File: src/hw/rtl/brb_pkg.sv
// Shared types and constants of the byte ring buffer.
package brb_pkg;

  // Fixed field widths of the command and result words.
  localparam int unsigned CAP_W  = 13;
  localparam int unsigned DATA_W = 8;
  localparam int unsigned ARG_W  = 12;
  localparam int unsigned CNT_W  = 12;

  // Capacity register value after reset, before clamping to the memory depth.
  localparam int unsigned CAP_RESET = 4096;

  // Operation codes as they arrive on the op field.
  typedef enum logic [2:0] {
    OP_PUSH    = 3'd0,
    OP_POP     = 3'd1,
    OP_PEEK    = 3'd2,
    OP_DISCARD = 3'd3,
    OP_ADVANCE = 3'd4,
    OP_CLEAR   = 3'd5
  } op_e;

  // Classified command passed from the front end to the execution unit.
  typedef struct packed {
    op_e               op;
    logic              known;
    logic [DATA_W-1:0] data;
    logic [ARG_W-1:0]  arg;
  } cmd_t;

endpackage

File: src/hw/rtl/brb_queue.sv
// Two-entry command queue between the front end and the execution unit.
module brb_queue (
  input  logic          clk_i,
  input  logic          rst_ni,
  input  logic          push_i,
  input  brb_pkg::cmd_t cmd_i,
  output logic          full_o,
  output logic          valid_o,
  input  logic          pop_i,
  output brb_pkg::cmd_t cmd_o
);
  import brb_pkg::*;

  cmd_t       ent_q [2];
  logic       wr_ptr_q, wr_ptr_d;
  logic       rd_ptr_q, rd_ptr_d;
  logic [1:0] cnt_q, cnt_d;
  logic       do_push, do_pop;

  assign full_o  = (cnt_q == 2'd2);
  assign valid_o = (cnt_q != 2'd0);
  assign cmd_o   = ent_q[rd_ptr_q];

  assign do_push = push_i && !full_o;
  assign do_pop  = pop_i && valid_o;

  // Pointer and fill count bookkeeping.
  always_comb begin
    wr_ptr_d = do_push ? !wr_ptr_q : wr_ptr_q;
    rd_ptr_d = do_pop ? !rd_ptr_q : rd_ptr_q;
    cnt_d    = cnt_q;
    if (do_push && !do_pop) begin
      cnt_d = cnt_q + 2'd1;
    end else if (do_pop && !do_push) begin
      cnt_d = cnt_q - 2'd1;
    end
  end

  always_ff @(posedge clk_i or negedge rst_ni) begin
    if (!rst_ni) begin
      wr_ptr_q <= 1'b0;
      rd_ptr_q <= 1'b0;
      cnt_q    <= 2'd0;
    end else begin
      wr_ptr_q <= wr_ptr_d;
      rd_ptr_q <= rd_ptr_d;
      cnt_q    <= cnt_d;
    end
  end

  // Entry storage needs no reset.
  always_ff @(posedge clk_i) begin
    if (do_push) begin
      ent_q[wr_ptr_q] <= cmd_i;
    end
  end

endmodule

File: config.mk
export PLATFORM = sky130hd
export DESIGN_NAME = brb_queue
export DESIGN_NICKNAME = d
export VERILOG_FILES = /design/src/hw/rtl/brb_pkg.sv /design/src/hw/rtl/brb_queue.sv
export SDC_FILE = /design/constraint.sdc
export NUM_CORES = 1
export LEC_CHECK = 0
export BUFFER_PORTS_ARGS = -buffer_cell sky130_fd_sc_hd__buf_4
export CORE_UTILIZATION = 55
export CTS_BUF_LIST = sky130_fd_sc_hd__clkbuf_8 sky130_fd_sc_hd__clkbuf_16
export CTS_CLUSTER_SIZE = 12
export DETAILED_ROUTE_END_ITERATION = 12
export PLACE_DENSITY = 0.83
export SYNTH_ARGS = -nofsm -noshare
export SYNTH_HDL_FRONTEND = slang
export SYNTH_SLANG_ARGS = --single-unit
File: constraint.sdc
create_clock -name clk_i -period 3.5 [get_ports clk_i]
set_input_delay 0.525 -clock clk_i [delete_from_list [all_inputs] [get_ports clk_i]]
set_output_delay 0.525 -clock clk_i [all_outputs]
set_load 0.005 [all_outputs]
==> impl_results.md <==
* Status: finished clean
* RSZ-0062 raised after global routing: no
* Setup Skew at between 0.003 and 0.004 ns
* Critical Path Max Stage Delay at 0.92 ns
* Largest net degree at the start of global routing at 25
* Dpl ws at 1.264 ns
* Core footprint at between 0.003 and 0.004 mm2
* Routed wire length at 3126 um
* Initial detailed-routing violation count at 39
* Post-DP Area at 0.002456 mm2
* Number of post-CTS setup repair buffers at 0
* Final Max Tran Viols at 0
* Final core utilization at 74.88%
* CP Data Required Time at about 3.0 ns
* Seq cells post-synth at 52
* CTS Buffer Depth at 2
* Cell area after layout at approximately 0.0026 mm2
* Total negative slack at 0 ns
* CTS tree: built
* Detail Placement HPWL at 2272 um
* Cell Rows at 21
* Crit-path cells: buf_4 -> mux2_4 -> buf_4
* Layout Nets at 183
* Area Overhead vs Synth at 26.69%
* Crit path from: rd_ptr_q
* Syn_nets at 123
* Post-Place Cells at ~190
* Placer congestion estimate at 0.6241
* WL/cell at 15.55 um
* Worst Hold Slack at 0.4074 ns
* Minimum clock period at 2.548 ns
* Max IR drop VDD at ~0.45 mV
* Setup violators final at 0
* First-pass GRT wire length at between 4000 and 5000 um
* FILL cells at 213
* R2r endpoint: ent_q[1][4]
* Synth Area per Inst at approximately 22 um2
* Die Y-Extent at about 63 um
* Crit start category: flip-flop
* Critical Path Most Common Cell: buf_4
* Clock-pin slew on the worst setup and hold paths at 0.08 ns
* CTS sink count at 52
* Synth Instances at 94
* Clk Latency, worst-skew pair at 0.30 ns
* Leakage Power at 1.049 nW
* GRT met1 Usage at 19.82%
* Hold depth at 1
* CTS buffer count at 5
* Final cell count without fillers at ~200
* Layout cell share with drive strength beyond 1 at a little under three fifths
* Crit path max-delay cell type: dfrtp_1
* YS warnings at 0
* Met2 GRT Util at 28.80%
* Most common cell after layout, fill and taps aside: buf_4
* Total of max-cap violations at 0
* Max Fclk at 0.3924 GHz
* Vias in the first global route at around 1,100
* Stages on worst setup path at 3
* Global route overflow at 0
* Remaining antenna violation count at 0
* # IOs at 54
* Slew of the pin with the lowest slew margin at 1.068 ns
* Crit path kind: flip-flop to primary output
* Crit path DAT at a little over 2 ns
* Routed vias/inst at 5.035
* Die area at roughly 0.004 mm2
* Met3 global-route usage at 6.204%
* Total GRT Usage at a little under a fifth
* Vias at 1,012
* Delay-heaviest family, CP: flip-flops
* Post-synthesis sequential area ratio at 75.77%
* Initial antenna violation count at 0
* N_diodes at 0
* Worst hold-check path type: primary input to flip-flop
* Initial Util at 59.11%
* Die width at 62.82 um
* Setup WS post-layout at between 0.9 and 1 ns
* FF-to-FF Start: cnt_q[0]
* DRC at 0
* Final Hold Viols at 0
* IO Port Bufs at 53
* Post-Syn Area at 0.002034 mm2
* DR pass1 iterations at 4
* Crit-path max FO at 17
* CP Capture Type: primary output
* Most used routing layer: met2
* Crit share post-route at 72.80%
* Total design power at 2.024 mW
* R2R depth at 2
* CP Buf/Inv Count at 2
* Reg2reg setup slack at approximately 1.7 ns
* CTS Root Cell: clkbuf_8
* Commonest non-fill, non-tap cells in the layout: 55 x buf_4, 48 x edfxtp_1, 19 x mux2_4, 5 x mux2_2, 5 x clkbuf_8
* H-tree levels at 2
* CP Capture Point: cmd_o[5]
* Relative slew slack at 28.77%
* Pwr dens at 785.1 mW/mm2
* Distinct cell type count after synthesis at 16
area by class of cell:
class                   instances  area (um2)  area share (%)
clock buffers                   5       68.82           2.670
clock inverters                 3       42.54           1.650
inverters                       2       7.507          0.2913
multi-input cells              37       436.7           16.94
flip-flops and latches         52        1541           59.81
well taps                      46       57.56           2.233
repair buffers                 56       422.9           16.41
repair_timing:
action                    in CTS  in global routing
hold endpoints to repair       4                  0
resized for setup              0                  0
hold buffers                   1                  0
cells in the mapped netlist:
| master | number | share of area, % |
|---|---|---|
| nor2_1 | 2 | 0.37 |
| buf_12 | 2 | 2.0 |
| buf_6 | 1 | 0.55 |
| mux2_4 | 19 | 14 |
| nand2_2 | 1 | 0.31 |
| nand2_1 | 1 | 0.18 |
| edfxtp_1 | 48 | 71 |
| mux2_2 | 5 | 2.8 |
| inv_1 | 2 | 0.37 |
| and3_1 | 1 | 0.31 |
| ha_1 | 1 | 0.61 |
| xnor2_1 | 3 | 1.3 |
| nand2b_1 | 1 | 0.31 |
| xor2_1 | 2 | 0.86 |
| dfrtp_1 | 4 | 4.9 |
| or2_1 | 1 | 0.31 |
sequential cells by signal, summed over array words and instances (netlist names):
signal and cells:
wr_ptr_q 1, cnt_q 2, ent_q 48, rd_ptr_q 1
worst min-delay path by stage:
stage | slack [ns] | start | endpoint
5_1_grt | 0.39 | cmd_i[5] | ent_q[0][5]
6_report | 0.41 | cmd_i[13] | ent_q[1][13]
2_1_floorplan | 0.23 | rst_ni | cnt_q[0]
4_1_cts | 0.40 | cmd_i[16] | ent_q[1][16]
3_3_place_gp | 0.32 | rst_ni | cnt_q[1]
3_5_place_dp | 0.33 | rst_ni | cnt_q[0]
report_power, final:
part | internal [mW] | switching (mW) | total [mW]
clock | 0.211 | 0.183 | 0.394
sequential | 0.856 | 0.0942 | 0.950
combinational | 0.425 | 0.255 | 0.680
per-layer routing:
metal	vias to the layer above	wire (um)
li1	473	-
met1	488	1159
met2	38	1640
met3	13	167
met4	0	159
met5	-	0
kinds of logic after synthesis:
family | Yosys count | share of synthesized area [%]
XOR/XNOR | 5 | 2.153
flip-flops | 52 | 75.77
buffers and inverters | 5 | 2.891
adder cells (fa/ha/maj) | 1 | 0.6149
AND/OR/NAND/NOR | 7 | 1.784
multiplexers | 24 | 16.79
Note: power is estimated with default switching activity, not from simulation.
