==> config.mk <==
export PLATFORM = sky130hd
export DESIGN_NAME = brb_front
export DESIGN_NICKNAME = d
export VERILOG_FILES = /design/src/hw/rtl/brb_pkg.sv /design/src/hw/rtl/brb_front.sv
export SDC_FILE = /design/constraint.sdc
export NUM_CORES = 1
export LEC_CHECK = 0
export BUFFER_PORTS_ARGS = -buffer_cell sky130_fd_sc_hd__buf_4
export CORE_AREA = 2 2 39 41
export DETAILED_ROUTE_END_ITERATION = 12
export DIE_AREA = 0 0 41 43
export GPL_ROUTABILITY_DRIVEN = 0
export PLACE_DENSITY = 0.8
export SLEW_MARGIN = 20
export SYNTH_ARGS = -nofsm -noshare
export SYNTH_HDL_FRONTEND = slang
export SYNTH_SLANG_ARGS = --single-unit
==> constraint.sdc <==
create_clock -name vclk -period 0.92
set_clock_uncertainty 0.2 [all_clocks]
set_input_delay 0.046 -clock vclk [all_inputs]
set_output_delay 0.046 -clock vclk [all_outputs]
set_load 0.005 [all_outputs]
==> src/hw/rtl/brb_pkg.sv <==
// Shared types and constants of the byte ring buffer.
package brb_pkg;

  // Fixed field widths of the command and result words.
  localparam int unsigned CAP_W  = 13;
  localparam int unsigned DATA_W = 8;
  localparam int unsigned ARG_W  = 12;
  localparam int unsigned CNT_W  = 12;

  // Capacity register value after reset, before clamping to the memory depth.
  localparam int unsigned CAP_RESET = 4096;

  // Operation codes as they arrive on the op field.
  typedef enum logic [2:0] {
    OP_PUSH    = 3'd0,
    OP_POP     = 3'd1,
    OP_PEEK    = 3'd2,
    OP_DISCARD = 3'd3,
    OP_ADVANCE = 3'd4,
    OP_CLEAR   = 3'd5
  } op_e;

  // Classified command passed from the front end to the execution unit.
  typedef struct packed {
    op_e               op;
    logic              known;
    logic [DATA_W-1:0] data;
    logic [ARG_W-1:0]  arg;
  } cmd_t;

endpackage

==> src/hw/rtl/brb_front.sv <==
// Front end: accepts command words and classifies them for the execution unit.
module brb_front (
  input  logic                       in_valid_i,
  output logic                       in_stall_o,
  input  logic [2:0]                 op_i,
  input  logic [brb_pkg::DATA_W-1:0] data_in_i,
  input  logic [brb_pkg::ARG_W-1:0]  offset_i,
  input  logic [brb_pkg::CNT_W-1:0]  count_i,
  input  logic                       q_full_i,
  output logic                       q_push_o,
  output brb_pkg::cmd_t              q_cmd_o
);
  import brb_pkg::*;

  // Words are taken whenever the command queue has room.
  assign in_stall_o = q_full_i;
  assign q_push_o   = in_valid_i && !q_full_i;

  // Decode the op code and pick the one argument the operation needs.
  always_comb begin
    q_cmd_o       = '0;
    q_cmd_o.known = (op_i <= OP_CLEAR);
    q_cmd_o.op    = op_e'(op_i);
    q_cmd_o.data  = data_in_i;
    if (q_cmd_o.known && (q_cmd_o.op == OP_PEEK)) begin
      q_cmd_o.arg = offset_i;
    end else begin
      q_cmd_o.arg = ARG_W'(count_i);
    end
  end

endmodule

==> results of run 1 <==
[layout make-up]
class	instances	area, sq um	area share [%]
tap	16	20.0	2.61
multi-input combinational	15	209	27.2
timing repair buffer	60	539	70.2
[power by group through the flow]
stage	Combinational [W]	Sequential [W]	Clock, W
2_1_floorplan	0.000127	0	0
3_3_place_gp	0.000276	0	0
3_5_place_dp	0.000280	0	0
4_1_cts	0.000349	0	0
5_1_grt	0.000375	0	0
6_report	0.000349	0	0
[through the flow]
step / setup TNS (ps) / util (%) / instance area [sq um]
floorplan: -976 / - / 303
global placement: -4070 / 45.1 / 624
detailed placement: -4280 / 45.1 / 624
CTS: -3830 / 55.2 / 764
global route: -4120 / 55.5 / 768
finish: -3760 / 55.5 / 768
[how the worst max path moves through the flow]
stage             from    endpoint  slack, ps  cells after the start
5_1_grt        op_i[2]  q_cmd_o[0]       -350                      5
6_report       op_i[2]  q_cmd_o[0]       -320                      5
3_3_place_gp   op_i[2]  q_cmd_o[5]       -340                      5
3_5_place_dp   op_i[2]  q_cmd_o[1]       -360                      5
4_1_cts        op_i[2]  q_cmd_o[1]       -330                      5
2_1_floorplan  op_i[2]  q_cmd_o[0]       -100                      3
[kinds of logic after synthesis]
logic type | after synthesis | synth area share [%]
and+or+nand+nor | 3 | 10.8
buffers and inverters | 13 | 38.2
muxes | 12 | 50.9
[critical path: cells and delay by family]
kind	cells	cell delay, ps
buffers and inverters	3	400
and+or+nand+nor	1	240
muxes	1	310
[cells in the final DEF (no fill, tap or decap)]
cell type	synthesis	final
sky130_fd_sc_hd__buf_12	0	1
sky130_fd_sc_hd__nor2b_1	1	1
sky130_fd_sc_hd__nor3b_4	1	1
sky130_fd_sc_hd__nand2_1	1	1
sky130_fd_sc_hd__buf_4	12	37
sky130_fd_sc_hd__buf_8	0	1
sky130_fd_sc_hd__dlygate4sd3_1	0	8
sky130_fd_sc_hd__mux2_4	0	12
sky130_fd_sc_hd__buf_6	1	13
[what timing repair did]
item,in CTS,in global routing
setup buffers,0,0
endpoints found under the setup margin,12,12
hold buffers,8,0
hold endpoints to repair,8,0
gates cloned,0,0
resized for setup,16,1
pin swaps,0,0
[routing by layer]
metal	track usage, %	routed length, um	vias to the layer above
li1	-	-	178
met1	8.54	237	168
met2	25.6	573	46
met3	0.524	193	0
met4	0	0	0
met5	0	0	-
==> metrics.txt, run 1 <==
# TYPE chip_impl_metric gauge
chip_impl_info{name="outcome",value="finished with violations"} 1
chip_impl_info{name="failed_checks",value="negative setup slack"} 1
chip_impl_metric{name="yosysSeqAreaShare",unit="%"} 0
chip_impl_metric{name="power.total",unit="W"} 0.000349
chip_impl_metric{name="avgViaCountPerCell",unit=""} 4.31
chip_impl_metric{name="antenna_found_initial",unit=""} 0
chip_impl_metric{name="clock_buffer_count",unit=""} 0
chip_impl_metric{name="critical_path.max_stage_delay",unit="ps"} 310
chip_impl_metric{name="netlist_instances",unit=""} 28
chip_impl_metric{name="first_global_vias",unit=""} 390
chip_impl_metric{name="sequential_cell_total",unit=""} 0
chip_impl_metric{name="setup-violations-final",unit=""} 12
chip_impl_metric{name="route.antenna.remaining_nets",unit=""} 0
chip_impl_info{name="netlist_top_cells_area",value="sky130_fd_sc_hd__mux2_2, sky130_fd_sc_hd__buf_4, sky130_fd_sc_hd__nor3b_4, sky130_fd_sc_hd__buf_6, sky130_fd_sc_hd__nor2b_1"} 1
chip_impl_info{name="synth_top_cells_by_count",value="sky130_fd_sc_hd__buf_4, sky130_fd_sc_hd__mux2_2"} 1
chip_impl_metric{name="yosys_warnings",unit=""} 0
chip_impl_metric{name="floorplan.io_pins",unit=""} 63
chip_impl_metric{name="port_buffers",unit=""} 47
chip_impl_metric{name="design.die.area",unit="sq mm"} 0.00176
chip_impl_metric{name="die_width",unit="um"} 41
chip_impl_metric{name="start_util",unit="%"} 19.2
chip_impl_metric{name="post-route-period-util",unit="%"} 135
chip_impl_info{name="rsz_0062_raised_after_global_routing",value="yes"} 1
chip_impl_metric{name="post-route-drc-count",unit=""} 0
chip_impl_metric{name="final-seq-area",unit="sq um"} 0
chip_impl_metric{name="grt_pass1_wl",unit="um"} 1400
chip_impl_info{name="worstSetupPathType",value="input port to output port"} 1
chip_impl_metric{name="fin_nets",unit=""} 114
chip_impl_metric{name="slew_headroom",unit="%"} 85.4
chip_impl_metric{name="n_antenna_cell",unit=""} 0
chip_impl_metric{name="p_sw_share",unit="%"} 25.1
chip_impl_metric{name="hold_slack",unit="ps"} 69.9
chip_impl_metric{name="worstPathMaxFanout",unit=""} 10
chip_impl_metric{name="layout-area-overhead-vs-synth",unit="%"} 190
chip_impl_metric{name="overflow",unit=""} 0
chip_impl_metric{name="drv_cap",unit=""} 0
chip_impl_metric{name="whs_path_depth",unit=""} 2
chip_impl_metric{name="detail_route.iter0.violations",unit=""} 0
chip_impl_info{name="cp-start-kind",value="input port"} 1
chip_impl_metric{name="vdd.ir_drop.worst",unit="uV"} 201
chip_impl_metric{name="library_cells_used_by_synthesis",unit=""} 6
chip_impl_info{name="worst_hold_path_type",value="input port to output port"} 1
chip_impl_metric{name="final_instance_count_without_filler_cells",unit=""} 91
chip_impl_metric{name="fin_ws",unit="ps"} -321
chip_impl_info{name="slowest_stage",value="sky130_fd_sc_hd__mux2_4"} 1
chip_impl_metric{name="rows",unit=""} 14
chip_impl_metric{name="fraction_of_final_layout_cells_sized_beyond_drive_strength_1",unit="%"} 86.7
chip_impl_metric{name="power_frac_clock",unit="%"} 0
chip_impl_metric{name="per_cell_routed_wire_length",unit="um"} 11.0
chip_impl_info{name="worstHoldStart",value="q_full_i"} 1
chip_impl_metric{name="syn_area_per_cell",unit="sq um"} 9.47
chip_impl_metric{name="timing.fmax",unit="MHz"} 806
chip_impl_metric{name="switchingPower",unit="W"} 0.0000876
chip_impl_metric{name="firstDrtPassIters",unit=""} 1
chip_impl_info{name="min_delay_worst_endpoint",value="in_stall_o"} 1
chip_impl_metric{name="grt_max_degree",unit=""} 11
chip_impl_metric{name="timing.final.hold_violations",unit=""} 0
chip_impl_metric{name="tightestPinTransition",unit="ps"} 218
chip_impl_metric{name="share_seq_of_total_power",unit="%"} 0
chip_impl_metric{name="static-leakage-power",unit="nW"} 0.402
chip_impl_info{name="synth_area_leader_cell",value="sky130_fd_sc_hd__mux2_2"} 1
chip_impl_metric{name="postSynthNetCount",unit=""} 65
chip_impl_metric{name="combinationalPowerShare",unit="%"} 100.0
chip_impl_metric{name="critical_path_arrival",unit="ps"} 990
chip_impl_metric{name="preCtsSetupSlack",unit="ps"} -361
chip_impl_metric{name="drv_slew",unit=""} 0
chip_impl_metric{name="nFillCells",unit=""} 131
chip_impl_metric{name="cp_data_required_time",unit="ps"} 670
chip_impl_metric{name="cellInternalPower",unit="W"} 0.000261
chip_impl_metric{name="dr_total_vias",unit=""} 392
chip_impl_metric{name="synth.top_cell.area_share",unit="%"} 50.9
chip_impl_metric{name="totalWireLength",unit="um"} 1000
chip_impl_info{name="worst_setup_path_end_kind",value="output port"} 1
chip_impl_info{name="crit_path_cell_trace",value="buf_8 -> nor3b_4 -> buf_12 -> mux2_4 -> buf_6"} 1
chip_impl_metric{name="numPlacedInstances",unit=""} 83
chip_impl_metric{name="grt_use_total",unit="%"} 11.0
chip_impl_metric{name="layout_min_cycle_time",unit="ps"} 1240
chip_impl_metric{name="fp.coreArea",unit="sq mm"} 0.00138
chip_impl_metric{name="power_density",unit="mW/mm^2"} 454
chip_impl_metric{name="post_synth_instance_area",unit="sq um"} 265
chip_impl_metric{name="fp.dieH",unit="um"} 43
Note: power is estimated with default switching activity, not from simulation.
==> run 2, diff against run 1 <==
Settings changed: GPL_TIMING_DRIVEN set to 1, PLACE_DENSITY 0.8 to 0.79, RECOVER_POWER set to 25.
==> metrics.txt, run 2 (synthesized netlist as in run 1, its figures left out) <==
# TYPE chip_impl_metric gauge
chip_impl_metric{name="floorplan.io_pins",unit=""} 63
chip_impl_metric{name="vdd.ir_drop.worst",unit="uV"} 210
chip_impl_metric{name="firstDrtPassIters",unit=""} 1
chip_impl_metric{name="timing.fmax",unit="MHz"} 785
chip_impl_info{name="worst_hold_path_type",value="input port to output port"} 1
chip_impl_metric{name="post-route-period-util",unit="%"} 138
chip_impl_metric{name="whs_path_depth",unit=""} 2
chip_impl_metric{name="static-leakage-power",unit="nW"} 0.415
chip_impl_metric{name="slew_headroom",unit="%"} 90.4
chip_impl_metric{name="setup-violations-final",unit=""} 12
chip_impl_metric{name="first_global_vias",unit=""} 384
chip_impl_metric{name="share_seq_of_total_power",unit="%"} 0
chip_impl_metric{name="grt_use_total",unit="%"} 10.6
chip_impl_metric{name="port_buffers",unit=""} 47
chip_impl_info{name="cp-start-kind",value="input port"} 1
chip_impl_info{name="crit_path_cell_trace",value="buf_8 -> nor3b_4 -> buf_6 -> clkbuf_16 -> mux2_4 -> buf_6"} 1
chip_impl_metric{name="timing.final.hold_violations",unit=""} 0
chip_impl_metric{name="start_util",unit="%"} 19.2
chip_impl_metric{name="preCtsSetupSlack",unit="ps"} -357
chip_impl_metric{name="final-seq-area",unit="sq um"} 0
chip_impl_metric{name="fraction_of_final_layout_cells_sized_beyond_drive_strength_1",unit="%"} 86.8
chip_impl_metric{name="sequential_cell_total",unit=""} 0
chip_impl_metric{name="per_cell_routed_wire_length",unit="um"} 10.8
chip_impl_metric{name="drv_slew",unit=""} 0
chip_impl_info{name="worst_path_most_repeated_cell",value="sky130_fd_sc_hd__buf_6"} 1
chip_impl_metric{name="route.antenna.remaining_nets",unit=""} 0
chip_impl_metric{name="switchingPower",unit="W"} 0.0000889
chip_impl_metric{name="layout_min_cycle_time",unit="ps"} 1270
chip_impl_info{name="mostFrequentLayoutCells",value="sky130_fd_sc_hd__buf_4, sky130_fd_sc_hd__buf_6, sky130_fd_sc_hd__mux2_4"} 1
chip_impl_info{name="outcome",value="finished with violations"} 1
chip_impl_metric{name="final_design_area_no_fill",unit="sq um"} 801
chip_impl_info{name="critical_path.top_delay_family",value="buffers and inverters"} 1
chip_impl_metric{name="post-route-drc-count",unit=""} 0
chip_impl_info{name="worst_setup_path_end_kind",value="output port"} 1
chip_impl_metric{name="grt_pass1_wl",unit="um"} 1400
chip_impl_info{name="worstSetupPathType",value="input port to output port"} 1
chip_impl_metric{name="placed_area",unit="sq um"} 617
chip_impl_metric{name="detail_route.iter0.violations",unit=""} 0
chip_impl_metric{name="hold_slack",unit="ps"} 90.4
chip_impl_metric{name="critical_path_arrival",unit="ps"} 1030
chip_impl_metric{name="n_antenna_cell",unit=""} 0
chip_impl_metric{name="path_depth",unit=""} 6
chip_impl_metric{name="fin_ws",unit="ps"} -354
chip_impl_metric{name="fp.coreArea",unit="sq mm"} 0.00138
chip_impl_metric{name="power_density",unit="mW/mm^2"} 447
chip_impl_metric{name="rows",unit=""} 14
chip_impl_info{name="rsz_0062_raised_after_global_routing",value="yes"} 1
chip_impl_metric{name="drv_cap",unit=""} 0
chip_impl_metric{name="dr_total_vias",unit=""} 389
chip_impl_metric{name="critical_path.max_stage_delay",unit="ps"} 300
chip_impl_metric{name="layout-area-overhead-vs-synth",unit="%"} 202
chip_impl_metric{name="cellInternalPower",unit="W"} 0.000269
chip_impl_metric{name="totalWireLength",unit="um"} 998
chip_impl_metric{name="combinationalPowerShare",unit="%"} 100.0
chip_impl_metric{name="overflow",unit=""} 0
chip_impl_info{name="slowest_stage",value="sky130_fd_sc_hd__mux2_4"} 1
chip_impl_info{name="final_common_cell",value="sky130_fd_sc_hd__buf_4"} 1
chip_impl_metric{name="antenna_found_initial",unit=""} 0
chip_impl_metric{name="avgViaCountPerCell",unit=""} 4.23
chip_impl_metric{name="fp.dieH",unit="um"} 43
chip_impl_info{name="failed_checks",value="negative setup slack"} 1
chip_impl_metric{name="clock_buffer_count",unit=""} 0
chip_impl_metric{name="fin_nets",unit=""} 115
chip_impl_metric{name="p_sw_share",unit="%"} 24.8
chip_impl_metric{name="worstPathMaxFanout",unit=""} 5
chip_impl_metric{name="cp_data_required_time",unit="ps"} 670
chip_impl_metric{name="tightestPinTransition",unit="ps"} 143
chip_impl_metric{name="die_width",unit="um"} 41
chip_impl_metric{name="cp.buffers_inverters",unit=""} 4
chip_impl_metric{name="design.die.area",unit="sq mm"} 0.00176
chip_impl_metric{name="power_frac_clock",unit="%"} 0
chip_impl_metric{name="grt_max_degree",unit=""} 11
run 2: final timing paths:
path / slack [ps] / end / start
hold / removal: 90 / in_stall_o / q_full_i
setup / recovery: -350 / q_cmd_o[8] / op_i[2]
run 2: per-stage QoR:
stage               util, %  setup TNS [ps]  power [W]  cells
floorplan                 -            -976   0.000127     28
global placement       44.6           -4070   0.000273     82
detailed placement     44.6           -4230   0.000277     82
CTS                    55.0           -3950   0.000347     90
global route           57.9           -4290   0.000385     92
finish                 57.9           -4000   0.000358     92
run 2: metal layers:
| metal | part of all wire (%) | track usage, % |
|---|---|---|
| met1 | 25 | 9.18 |
| met2 | 57 | 23.4 |
| met3 | 18 | 1.05 |
| met4 | 0 | 0 |
| met5 | 0 | 0 |
run 2: repair_timing:
item                       CTS  global route
hold endpoints to repair     8             0
pin swaps                    1             1
resized for setup           17             2
hold buffers                 8             0
buffers inserted             0             1
setup endpoints to repair   12            12
gates cloned                 0             1
run 2: power by group through the flow:
| stage | Clock [W] | Combinational, W | Sequential, W |
|---|---|---|---|
| after global placement | 0 | 0.000273 | 0 |
| final | 0 | 0.000358 | 0 |
| after floorplan | 0 | 0.000127 | 0 |
| after CTS | 0 | 0.000347 | 0 |
| after global routing | 0 | 0.000385 | 0 |
| after detailed placement | 0 | 0.000277 | 0 |
run 2: cell type report:
class	instances	area, sq um
Timing Repair Buffer	61	572
Multi-Input combinational cell	15	209
Fill cell	114	583
Tap cell	16	20.0
